[src/rtl/core/i2c_master_bit_engine_assert.svh]
// ---------------------------------------------------------------------------
// i2c master bit engine assertion macros
// shared helpers for concurrent checks, clocked on clk, off in reset
// ---------------------------------------------------------------------------
`ifndef I2C_MASTER_BIT_ENGINE_ASSERT_SVH
`define I2C_MASTER_BIT_ENGINE_ASSERT_SVH

// same-cycle implication
`define I2CBE_ASSERT_NOW(lbl, ante, cons, msg) \
	lbl: assert property (@(posedge clk) disable iff (!arst_n) (ante) |-> (cons)) \
		else $error(msg);

// next-cycle implication
`define I2CBE_ASSERT_NEXT(lbl, ante, cons, msg) \
	lbl: assert property (@(posedge clk) disable iff (!arst_n) (ante) |=> (cons)) \
		else $error(msg);

`endif

[src/rtl/core/i2cbe_pkg.sv]
// ---------------------------------------------------------------------------
// i2cbe_pkg
// types and constants shared by the i2c master bit engine
// ---------------------------------------------------------------------------
package i2cbe_pkg;

	// configuration register indexes
	localparam int CFG_IDX_W = 1;
	localparam logic [CFG_IDX_W-1:0] REG_HALF_PERIOD = 1'b0;
	localparam logic [CFG_IDX_W-1:0] REG_ACK_TIMEOUT = 1'b1;

	localparam int HP_W   = 16;
	localparam int ATO_W  = 8;
	localparam int CFG_W  = 16;

	localparam logic [HP_W-1:0]  HP_RESET  = 16'd100;
	localparam logic [ATO_W-1:0] ATO_RESET = 8'd250;

	localparam logic [3:0] BITS_PER_BYTE = 4'd8;

	// queue between front and back
	localparam int QDEPTH = 2;

	// raw op codes on the input word
	typedef enum logic [2:0] {
		OP_NONE     = 3'd0,
		OP_START    = 3'd1,
		OP_STOP     = 3'd2,
		OP_WRITE    = 3'd3,
		OP_READ     = 3'd4,
		OP_WAIT_ACK = 3'd5,
		OP_SEND_ACK = 3'd6,
		OP_RSVD     = 3'd7
	} op_t;

	// classified command
	typedef enum logic [2:0] {
		CMD_NONE,
		CMD_START,
		CMD_STOP,
		CMD_WRITE,
		CMD_READ,
		CMD_WAIT_ACK,
		CMD_SEND_ACK
	} cmd_t;

	// line phases of the sequencer
	typedef enum logic [4:0] {
		PH_IDLE,
		PH_ST_A, PH_ST_B, PH_ST_C,
		PH_SP_A, PH_SP_B,
		PH_WR_D, PH_WR_H, PH_WR_L,
		PH_RD_H, PH_RD_L,
		PH_AK_H, PH_AK_L,
		PH_WA_R, PH_WA_H, PH_WA_P, PH_WA_L
	} phase_t;

	typedef struct packed {
		logic [2:0] op;
		logic [7:0] tx_byte;
		logic       ack_level;
		logic       sda_in;
	} in_word_t;

	typedef struct packed {
		logic       scl_out;
		logic       sda_out;
		logic       busy_res;
		logic       done_res;
		logic [7:0] rx_byte;
		logic       ack_missing;
	} out_word_t;

	// word held in the queue
	typedef struct packed {
		cmd_t       cmd;
		logic [7:0] tx_byte;
		logic       ack_level;
		logic       sda_in;
	} q_word_t;

	typedef struct packed {
		logic [HP_W-1:0]  half_period;
		logic [ATO_W-1:0] ack_timeout;
	} cfg_t;

endpackage

[src/rtl/core/i2cbe_front.sv]
// ---------------------------------------------------------------------------
// i2cbe_front
// accepts input words and classifies the op into a command
// ---------------------------------------------------------------------------
module i2cbe_front
	import i2cbe_pkg::*;
(
	input  logic     in_valid,
	output logic     in_stall,
	input  in_word_t in_data,
	input  logic     q_full,
	output logic     push,
	output q_word_t  push_data
);

	// accept whenever the queue has room
	assign in_stall = q_full;
	assign push     = in_valid && !q_full;

	// op decode, the reserved code acts like no command
	always_comb begin
		case (op_t'(in_data.op))
			OP_START:    push_data.cmd = CMD_START;
			OP_STOP:     push_data.cmd = CMD_STOP;
			OP_WRITE:    push_data.cmd = CMD_WRITE;
			OP_READ:     push_data.cmd = CMD_READ;
			OP_WAIT_ACK: push_data.cmd = CMD_WAIT_ACK;
			OP_SEND_ACK: push_data.cmd = CMD_SEND_ACK;
			default:     push_data.cmd = CMD_NONE;
		endcase
		push_data.tx_byte   = in_data.tx_byte;
		push_data.ack_level = in_data.ack_level;
		push_data.sda_in    = in_data.sda_in;
	end

endmodule

[src/rtl/core/i2cbe_queue.sv]
// ---------------------------------------------------------------------------
// i2cbe_queue
// short fifo between the front and the back
// ---------------------------------------------------------------------------
module i2cbe_queue
	import i2cbe_pkg::*;
(
	input  logic    clk,
	input  logic    arst_n,
	input  logic    push,
	input  q_word_t push_data,
	input  logic    pop,
	output logic    q_valid,
	output q_word_t q_data,
	output logic    q_full
);

	localparam int PTR_W = (QDEPTH > 1) ? $clog2(QDEPTH) : 1;
	localparam int CNT_W = $clog2(QDEPTH + 1);

	q_word_t          mem_q [QDEPTH];
	logic [PTR_W-1:0] wr_ptr_q;
	logic [PTR_W-1:0] rd_ptr_q;
	logic [CNT_W-1:0] count_q;

	assign q_valid = (count_q != '0);
	assign q_full  = (count_q == CNT_W'(QDEPTH));
	assign q_data  = mem_q[rd_ptr_q];

	// storage
	always_ff @(posedge clk) begin
		if (push) begin
			mem_q[wr_ptr_q] <= push_data;
		end
	end

	// pointers and fill count
	always_ff @(posedge clk or negedge arst_n) begin
		if (!arst_n) begin
			wr_ptr_q <= '0;
			rd_ptr_q <= '0;
			count_q  <= '0;
		end else begin
			if (push) begin
				wr_ptr_q <= (wr_ptr_q == PTR_W'(QDEPTH - 1)) ? '0 : wr_ptr_q + 1'b1;
			end
			if (pop) begin
				rd_ptr_q <= (rd_ptr_q == PTR_W'(QDEPTH - 1)) ? '0 : rd_ptr_q + 1'b1;
			end
			if (push && !pop) begin
				count_q <= count_q + 1'b1;
			end else if (pop && !push) begin
				count_q <= count_q - 1'b1;
			end
		end
	end

endmodule

[src/rtl/core/i2cbe_back.sv]
// ---------------------------------------------------------------------------
// i2cbe_back
// line phase sequencer, one step per word, with the output register
// ---------------------------------------------------------------------------
module i2cbe_back
	import i2cbe_pkg::*;
#(
	parameter int HOLD_WIDTH = 16
) (
	input  logic      clk,
	input  logic      arst_n,
	input  cfg_t      cfg,
	input  logic      q_valid,
	input  q_word_t   q_data,
	output logic      pop,
	output logic      out_valid,
	input  logic      out_stall,
	output out_word_t out_data
);

	localparam logic [HOLD_WIDTH-1:0] HOLD_MAX = '1;

	phase_t                phase_q,  phase_n;
	cmd_t                  cmd_q,    cmd_n;
	logic [3:0]            bit_q,    bit_n;
	logic [HOLD_WIDTH-1:0] hold_q,   hold_n, hold_dec;
	logic [7:0]            shift_q,  shift_n;
	logic [ATO_W-1:0]      poll_q,   poll_n;
	logic                  ackh_q,   ackh_n;
	logic                  scl_q,    scl_n;
	logic                  sda_q,    sda_n;
	logic [7:0]            rx_q,     rx_n;
	logic                  tmo_q,    tmo_n;
	logic                  done;
	logic                  do_poll;
	logic                  enter_en;
	phase_t                enter_ph;
	logic [HOLD_WIDTH-1:0] hold_sat, hold_load;
	logic                  out_valid_q;
	out_word_t             out_data_q;

	// phase hold, saturated to the counter and at least one tick
	if (HOLD_WIDTH >= HP_W) begin : g_hold_wide
		assign hold_sat = HOLD_WIDTH'(cfg.half_period);
	end else begin : g_hold_narrow
		assign hold_sat = (cfg.half_period > HP_W'(HOLD_MAX)) ? HOLD_MAX
			: cfg.half_period[HOLD_WIDTH-1:0];
	end
	assign hold_load = (cfg.half_period == '0) ? HOLD_WIDTH'(1) : hold_sat;

	assign hold_dec = (hold_q != '0) ? hold_q - 1'b1 : hold_q;

	// advance when the output slot is free or being emptied
	assign pop = q_valid && (!out_valid_q || !out_stall);

	// sequencer step
	always_comb begin
		phase_n  = phase_q;
		cmd_n    = cmd_q;
		bit_n    = bit_q;
		hold_n   = hold_q;
		shift_n  = shift_q;
		poll_n   = poll_q;
		ackh_n   = ackh_q;
		scl_n    = scl_q;
		sda_n    = sda_q;
		rx_n     = rx_q;
		tmo_n    = tmo_q;
		done     = 1'b0;
		do_poll  = 1'b0;
		enter_en = 1'b0;
		enter_ph = PH_IDLE;

		if (phase_q == PH_IDLE) begin
			// command start
			if (q_data.cmd != CMD_NONE) begin
				cmd_n    = q_data.cmd;
				bit_n    = '0;
				poll_n   = '0;
				enter_en = 1'b1;
				case (q_data.cmd)
					CMD_START: enter_ph = PH_ST_A;
					CMD_STOP:  enter_ph = PH_SP_A;
					CMD_WRITE: begin
						shift_n  = q_data.tx_byte;
						enter_ph = PH_WR_D;
					end
					CMD_READ: begin
						shift_n  = '0;
						ackh_n   = q_data.ack_level;
						enter_ph = PH_RD_H;
					end
					CMD_WAIT_ACK: enter_ph = PH_WA_R;
					default: begin
						ackh_n   = q_data.ack_level;
						enter_ph = PH_AK_H;
					end
				endcase
			end
		end else if (phase_q == PH_WA_P) begin
			do_poll = 1'b1;
		end else begin
			// hold countdown, phase end on zero
			hold_n = hold_dec;
			if (hold_dec == '0) begin
				case (phase_q)
					PH_ST_A: begin enter_en = 1'b1; enter_ph = PH_ST_B; end
					PH_ST_B: begin enter_en = 1'b1; enter_ph = PH_ST_C; end
					PH_SP_A: begin enter_en = 1'b1; enter_ph = PH_SP_B; end
					PH_SP_B: begin
						if (cmd_q == CMD_WAIT_ACK) begin
							tmo_n = 1'b1;
						end
						phase_n = PH_IDLE;
						done    = 1'b1;
					end
					PH_WR_D: begin enter_en = 1'b1; enter_ph = PH_WR_H; end
					PH_WR_H: begin enter_en = 1'b1; enter_ph = PH_WR_L; end
					PH_WR_L: begin
						bit_n = bit_q + 4'd1;
						if (bit_n >= BITS_PER_BYTE) begin
							phase_n = PH_IDLE;
							done    = 1'b1;
						end else begin
							shift_n  = {shift_q[6:0], 1'b0};
							enter_en = 1'b1;
							enter_ph = PH_WR_D;
						end
					end
					PH_RD_H: begin
						shift_n  = {shift_q[6:0], q_data.sda_in};
						enter_en = 1'b1;
						enter_ph = PH_RD_L;
					end
					PH_RD_L: begin
						bit_n    = bit_q + 4'd1;
						enter_en = 1'b1;
						if (bit_n >= BITS_PER_BYTE) begin
							rx_n     = shift_q;
							enter_ph = PH_AK_H;
						end else begin
							enter_ph = PH_RD_H;
						end
					end
					PH_AK_H: begin enter_en = 1'b1; enter_ph = PH_AK_L; end
					PH_WA_R: begin enter_en = 1'b1; enter_ph = PH_WA_H; end
					PH_WA_H: do_poll = 1'b1;
					default: begin
						phase_n = PH_IDLE;
						done    = 1'b1;
					end
				endcase
			end
		end

		// ack poll while scl is high
		if (do_poll) begin
			phase_n = PH_WA_P;
			if (!q_data.sda_in) begin
				tmo_n    = 1'b0;
				enter_en = 1'b1;
				enter_ph = PH_WA_L;
			end else if (poll_q >= cfg.ack_timeout) begin
				enter_en = 1'b1;
				enter_ph = PH_SP_A;
			end else begin
				poll_n = poll_q + 1'b1;
			end
		end

		// phase entry sets line levels and reloads the hold
		if (enter_en) begin
			phase_n = enter_ph;
			hold_n  = hold_load;
			case (enter_ph)
				PH_ST_A: begin sda_n = 1'b1; scl_n = 1'b1; end
				PH_ST_B: sda_n = 1'b0;
				PH_ST_C: scl_n = 1'b0;
				PH_SP_A: begin sda_n = 1'b0; scl_n = 1'b1; end
				PH_SP_B: sda_n = 1'b1;
				PH_WR_D: sda_n = shift_n[7];
				PH_WR_H: scl_n = 1'b1;
				PH_WR_L: scl_n = 1'b0;
				PH_RD_H: begin sda_n = 1'b1; scl_n = 1'b1; end
				PH_RD_L: scl_n = 1'b0;
				PH_AK_H: begin sda_n = ackh_n; scl_n = 1'b1; end
				PH_AK_L: scl_n = 1'b0;
				PH_WA_R: sda_n = 1'b1;
				PH_WA_H: scl_n = 1'b1;
				PH_WA_L: scl_n = 1'b0;
				default: ;
			endcase
		end
	end

	// sequencer state
	always_ff @(posedge clk or negedge arst_n) begin
		if (!arst_n) begin
			phase_q <= PH_IDLE;
			cmd_q   <= CMD_NONE;
			bit_q   <= '0;
			hold_q  <= '0;
			shift_q <= '0;
			poll_q  <= '0;
			ackh_q  <= 1'b1;
			scl_q   <= 1'b1;
			sda_q   <= 1'b1;
			rx_q    <= '0;
			tmo_q   <= 1'b0;
		end else if (pop) begin
			phase_q <= phase_n;
			cmd_q   <= cmd_n;
			bit_q   <= bit_n;
			hold_q  <= hold_n;
			shift_q <= shift_n;
			poll_q  <= poll_n;
			ackh_q  <= ackh_n;
			scl_q   <= scl_n;
			sda_q   <= sda_n;
			rx_q    <= rx_n;
			tmo_q   <= tmo_n;
		end
	end

	// output word valid
	always_ff @(posedge clk or negedge arst_n) begin
		if (!arst_n) begin
			out_valid_q <= 1'b0;
		end else if (pop) begin
			out_valid_q <= 1'b1;
		end else if (!out_stall) begin
			out_valid_q <= 1'b0;
		end
	end

	// output word payload
	always_ff @(posedge clk) begin
		if (pop) begin
			out_data_q.scl_out     <= scl_n;
			out_data_q.sda_out     <= sda_n;
			out_data_q.busy_res    <= (phase_n != PH_IDLE);
			out_data_q.done_res    <= done;
			out_data_q.rx_byte     <= rx_n;
			out_data_q.ack_missing <= tmo_n;
		end
	end

	assign out_valid = out_valid_q;
	assign out_data  = out_data_q;

endmodule

[src/rtl/core/i2c_master_bit_engine.sv]
// ---------------------------------------------------------------------------
// i2c_master_bit_engine
// i2c master bit engine: one input word per clock tick while not stalled, one result word each
// ---------------------------------------------------------------------------
// channel | dir | handshake         | payload
// in      | in  | in_valid/in_stall | in_data   (op, tx_byte, ack_level, sda_in)
// out     | out | out_valid/out_stall | out_data (scl, sda, busy, done, rx, ack_missing)
// cfg     | in  | cfg_we            | cfg_index, cfg_wdata
//
// one word per cycle sustained while neither side stalls; each taken word is held in a queue
// slot, then one sequencer step moves its result into the output register
// the rate is set by the single-step phase sequencer in the back end
// reset clears the queue, the sequencer (bus released) and loads the
// config regs with their defaults
// an output stall holds the result; the two-entry queue then fills and
// in_stall rises, so each side can stall on its own
// ---------------------------------------------------------------------------
module i2c_master_bit_engine
	import i2cbe_pkg::*;
#(
	parameter int HOLD_WIDTH = 16
) (
	input  logic                 clk,
	input  logic                 arst_n,
	input  logic                 in_valid,
	output logic                 in_stall,
	input  in_word_t             in_data,
	output logic                 out_valid,
	input  logic                 out_stall,
	output out_word_t            out_data,
	input  logic                 cfg_we,
	input  logic [CFG_IDX_W-1:0] cfg_index,
	input  logic [CFG_W-1:0]     cfg_wdata
);

	`include "i2c_master_bit_engine_assert.svh"

	cfg_t    cfg_q;
	logic    push;
	q_word_t push_data;
	logic    pop;
	logic    q_valid;
	q_word_t q_data;
	logic    q_full;

	// configuration registers
	always_ff @(posedge clk or negedge arst_n) begin
		if (!arst_n) begin
			cfg_q.half_period <= HP_RESET;
			cfg_q.ack_timeout <= ATO_RESET;
		end else if (cfg_we) begin
			case (cfg_index)
				REG_HALF_PERIOD: cfg_q.half_period <= cfg_wdata[HP_W-1:0];
				REG_ACK_TIMEOUT: cfg_q.ack_timeout <= cfg_wdata[ATO_W-1:0];
				default: ;
			endcase
		end
	end

	i2cbe_front u_front (
		.in_valid  (in_valid),
		.in_stall  (in_stall),
		.in_data   (in_data),
		.q_full    (q_full),
		.push      (push),
		.push_data (push_data)
	);

	i2cbe_queue u_queue (
		.clk       (clk),
		.arst_n    (arst_n),
		.push      (push),
		.push_data (push_data),
		.pop       (pop),
		.q_valid   (q_valid),
		.q_data    (q_data),
		.q_full    (q_full)
	);

	i2cbe_back #(
		.HOLD_WIDTH (HOLD_WIDTH)
	) u_back (
		.clk       (clk),
		.arst_n    (arst_n),
		.cfg       (cfg_q),
		.q_valid   (q_valid),
		.q_data    (q_data),
		.pop       (pop),
		.out_valid (out_valid),
		.out_stall (out_stall),
		.out_data  (out_data)
	);

	// checks
	`I2CBE_ASSERT_NOW(a_pop_needs_word, pop, q_valid, "pop from empty queue")
	`I2CBE_ASSERT_NOW(a_full_has_word, in_stall, q_valid, "queue full but empty")
	`I2CBE_ASSERT_NEXT(a_push_lands, push && !pop, q_valid, "pushed word not held")
	`I2CBE_ASSERT_NOW(a_done_not_busy, out_valid && out_data.done_res, !out_data.busy_res, "done while busy")

endmodule

[config.mk]
export PLATFORM = sky130hd
export DESIGN_NAME = i2c_master_bit_engine
export DESIGN_NICKNAME = d
export VERILOG_FILES = /design/src/rtl/core/i2cbe_pkg.sv /design/src/rtl/core/i2cbe_front.sv /design/src/rtl/core/i2cbe_queue.sv /design/src/rtl/core/i2cbe_back.sv /design/src/rtl/core/i2c_master_bit_engine.sv
export VERILOG_INCLUDE_DIRS = /design/src /design/src/rtl/core
export SDC_FILE = /design/constraint.sdc
export NUM_CORES = 1
export LEC_CHECK = 0
export BUFFER_PORTS_ARGS = -buffer_cell sky130_fd_sc_hd__buf_2
export CORE_MARGIN = 5
export CORE_UTILIZATION = 30
export DETAILED_ROUTE_END_ITERATION = 6
export PLACE_DENSITY = 0.5
export RECOVER_POWER = 50
export REMOVE_ABC_BUFFERS = 1
export SYNTH_ARGS = -nofsm -noshare
export SYNTH_HDL_FRONTEND = slang
export SYNTH_SLANG_ARGS = --single-unit
export TNS_END_PERCENT = 100
[constraint.sdc]
create_clock -name clk -period 8.8 [get_ports clk]
set_input_delay 0 -clock clk [delete_from_list [all_inputs] [get_ports clk]]
set_output_delay 0 -clock clk [all_outputs]
set_load 0.005 [all_outputs]
==> impl_metrics.env <==
export IMPL_drcViolationCount=0
export IMPL_start_util_pct=30.18
export IMPL_yosys_warnings=0
export IMPL_final_cell_mix="dfrtp_1 (73), o21ai_0 (68), nand2_1 (60)"
export IMPL_reg2reg_slack_ps=4100
export IMPL_layout_commonest_cell="dfrtp_1"
export IMPL_min_path_type="in2reg"
export IMPL_cp_common_cell="o21ai_0"
export IMPL_setup_slack_ps=4103
export IMPL_cts_made_buffers=17
export IMPL_gp_congestion=0.8102
export IMPL_vias_per_cell=4.986
export IMPL_async_flop_share_pct=68.55
export IMPL_max_freq_mhz=212.9
export IMPL_max_vdd_ir_drop_v=0.0001491
export IMPL_die_x_um=160.2
export IMPL_worstSetupPathType="reg2reg"
export IMPL_power_internal_mw=1.550
export IMPL_switching_share_pct=40.31
export IMPL_synth_ff_type="dfrtp_1"
export IMPL_path_cells="inv_1 > ha_1 > nor3b_2 > a41oi_1 > a2111oi_0 > nand3b_1 > a2111oi_4 > a211o_1 > buf_4 > o21ai_2 > o21ai_0 > o21ai_0"
export IMPL_status="complete, but fails checks"
export IMPL_hold_path_startpoint="cfg_index"
export IMPL_finClkSkew_ps=14.83
export IMPL_htree_levels=4
export IMPL_seqPwrFrac_pct=36.9
export IMPL_insertion_delay_ps=430
export IMPL_die_h_um=160.2
export IMPL_p_clk_share_pct=26.4
export IMPL_grt_pass1_vias=5160
export IMPL_ys_ff_latch=124
export IMPL_fin_crit_ps=4697
export IMPL_synth_edf_count=39
export IMPL_drv_cap=2
export IMPL_initialDrtViolationCount=334
export IMPL_grt_max_degree=52
export IMPL_end_kind="register"
export IMPL_wire_per_inst_um=15.47
export IMPL_place_inst=967
export IMPL_worstSetupStartpointType="register"
export IMPL_fin_crit_sh_pct=53.37
export IMPL_p_per_area_nw_per_um2=318.3
export IMPL_io_pins=50
export IMPL_cp_required_ps=9050
export IMPL_ant_nets=0
export IMPL_clk_pin_slew_worst_paths_ps=60
export IMPL_violations="capacitance limit, slew limit"
export IMPL_cts_tree="built"
export IMPL_placed_area_sq_um=7284
export IMPL_worstMarginPinSlew_ps=2949
export IMPL_crit_family="compound AO/OA/AOI/OAI gates"
export IMPL_whs_path_depth=4
export IMPL_clock_sinks=124
export IMPL_dp_slack_ps=4146
export IMPL_setup_viol=0
export IMPL_syn_area_sq_um=6770
export IMPL_synthToLayoutAreaGrowth_pct=20.50
export IMPL_switchingPower_mw=1.047
export IMPL_fin_nets=781
export IMPL_setup_tns_ps=0
export IMPL_leakagePower_nw=3.237
export IMPL_cts_resized=0
export IMPL_instances_no_fill=1032
export IMPL_hold_end="cfg_q[23]"
export IMPL_fp_coreArea_sq_um=22430
export IMPL_drive_gt1_share_pct=19.95
export IMPL_relSlewSlack_pct=-96.60
export IMPL_combPwrFrac_pct=36.7
export IMPL_std_cell_rows=55
export IMPL_routed_wl_mm=15.97
export IMPL_grt_pass1_wl_mm=27.02
export IMPL_io_buffer_count=49
export IMPL_n_antenna_cell=0
export IMPL_overflow=0
export IMPL_cts_root_buf="clkbuf_16"
export IMPL_r2r_cells=12
export IMPL_vias=5146
export IMPL_rsz0062_at_grt="false"
export IMPL_cts_max_path_buffers=2
export IMPL_maxSlewViolCount=88
export IMPL_synthCells=659
export IMPL_antenna_found_initial=0
export IMPL_r2r_start="u_back.hold_q[0]"
export IMPL_dp_hpwl_mm=10.89
export IMPL_worst_path_max_delay_cell="a2111oi_4"
export IMPL_worstPathArrival_ps=4950
export IMPL_r2r_end="u_back.hold_q[12]"
export IMPL_track_usage_pct=12.90
export IMPL_fin_area_sq_um=8158
export IMPL_worst_path_buf_inv=2
export IMPL_final_hold_viol_count=0
export IMPL_yosysSeqAreaShare_pct=48.94
export IMPL_nFillCells=2231
export IMPL_max_stage_delay_ps=760
export IMPL_synth_cell_type_count=75
export IMPL_syn_avg_cell_area_sq_um=10.27
export IMPL_worst_path_max_fanout=48
export IMPL_dieArea_sq_um=25670
export IMPL_first_pass_iters=5
==> routing by layer <==
metal | global-route usage [%] | routed length, um
met1 | 18.13 | 8081
met2 | 19.69 | 7137
met3 | 3.277 | 555
met4 | 3.754 | 195
met5 | 0 | 0
==> cell families (layout without fill, tap and decap cells) <==
family | count (synthesis) | after routing | synth area share, %
buffers and inverters | 55 | 143 | 3.326
AO/OA/AOI/OAI | 174 | 174 | 16.54
AND/OR/NAND/NOR | 216 | 216 | 16.65
flip-flops | 124 | 124 | 48.94
XOR/XNOR | 9 | 9 | 1.164
adder cells (fa/ha/maj) | 12 | 12 | 2.218
multiplexers | 69 | 69 | 11.16
==> worst max path at each step <==
stage | endpoint | depth (start not counted) | slack, ps | startpoint
after global routing | u_back.rx_q[7] | 3 | 3410 | arst_n
after CTS | u_back.hold_q[12] | 12 | 4120 | u_back.hold_q[0]
final | u_back.hold_q[12] | 12 | 4100 | u_back.hold_q[0]
after floorplan | u_back.hold_q[10] | 11 | 4090 | u_back.hold_q[0]
after detailed placement | u_back.hold_q[5] | 12 | 4150 | u_back.hold_q[0]
after global placement | u_back.hold_q[15] | 12 | 4320 | u_back.hold_q[0]
==> layout make-up <==
type                            count  area, sq um  area share [%]
Clock buffer                       18        439.2           5.383
Clock inverter                     14        132.6           1.626
Inverter                           23        86.33           1.058
Multi-Input combinational cell    480         3236           39.66
Sequential cell                   124         3313           40.61
Tap cell                          285        356.6           4.371
Timing Repair Buffer               88        594.3           7.285
==> flip-flops by register name (all words and copies together) (netlist names), 2 cells and up <==
name             count
cfg_q               24
u_back.bit_q         4
u_back.cmd_q         3
u_back.hold_q       16
u_back.out_data     13
u_back.phase_q       5
u_back.poll_q        8
u_back.rx_q          8
u_back.shift_q       8
u_queue.count_q      2
u_queue.mem_q       26
==> timing repair <==
action / CTS / global route
setup buffers: 0 / 0
hold endpoints to repair: 86 / 0
hold buffers: 33 / 0
==> through the flow <==
step	hold WS [ps]	power, mW	utilization [%]
after floorplan	-295.6	1.622	-
after global placement	-5.228	1.925	32.47
after detailed placement	3.464	1.920	32.47
after CTS	96.86	2.632	36.49
after global routing	183.1	2.799	36.36
final	175.2	2.597	36.36
==> worst reg2reg max path, cell delays in order (launching register included) <==
cell and delay [ps]:
dfrtp_1 430, inv_1 140, ha_1 370, nor3b_2 480, a41oi_1 210, a2111oi_0 460, nand3b_1 230, a2111oi_4 760
a211o_1 230, buf_4 440, o21ai_2 410, o21ai_0 250, o21ai_0 110
==> cell usage after synthesis, drive strengths merged, types with 4 or more instances <==
library cell  number  area share [%]
dfrtp             73              27
o21ai             73             5.5
nand2             60             3.3
nor2              56             3.2
mux2              49             8.2
a21oi             40             3.1
edfxtp            39              17
clkbuf            23             1.3
inv               22             1.2
mux2i             20             3.0
nand3             19             1.6
nor3              14             1.0
nor4              13             2.0
dfstp             12             4.7
ha                12             2.2
nor2b             10             1.0
buf                9            0.78
nand2b             8            0.74
nand4              8            0.74
o31ai              8            0.89
a21boi             7            0.83
a31oi              6            0.78
or4                5            0.55
xnor2              5            0.65
a41oi              4            0.52
nor3b              4            0.52
o21a               4            0.46
o22ai              4            0.37
or3                4            0.37
xor2               4            0.52
==> power groups by stage <==
stage | combinational [mW] | clock [mW] | sequential [mW]
4_1_cts | 0.968 | 0.706 | 0.959
2_1_floorplan | 0.707 | 0 | 0.915
5_1_grt | 1.08 | 0.733 | 0.985
3_3_place_gp | 0.954 | 0 | 0.970
6_report | 0.953 | 0.685 | 0.958
3_5_place_dp | 0.953 | 0 | 0.967
No activity file was read; power rests on OpenSTA's default activity.
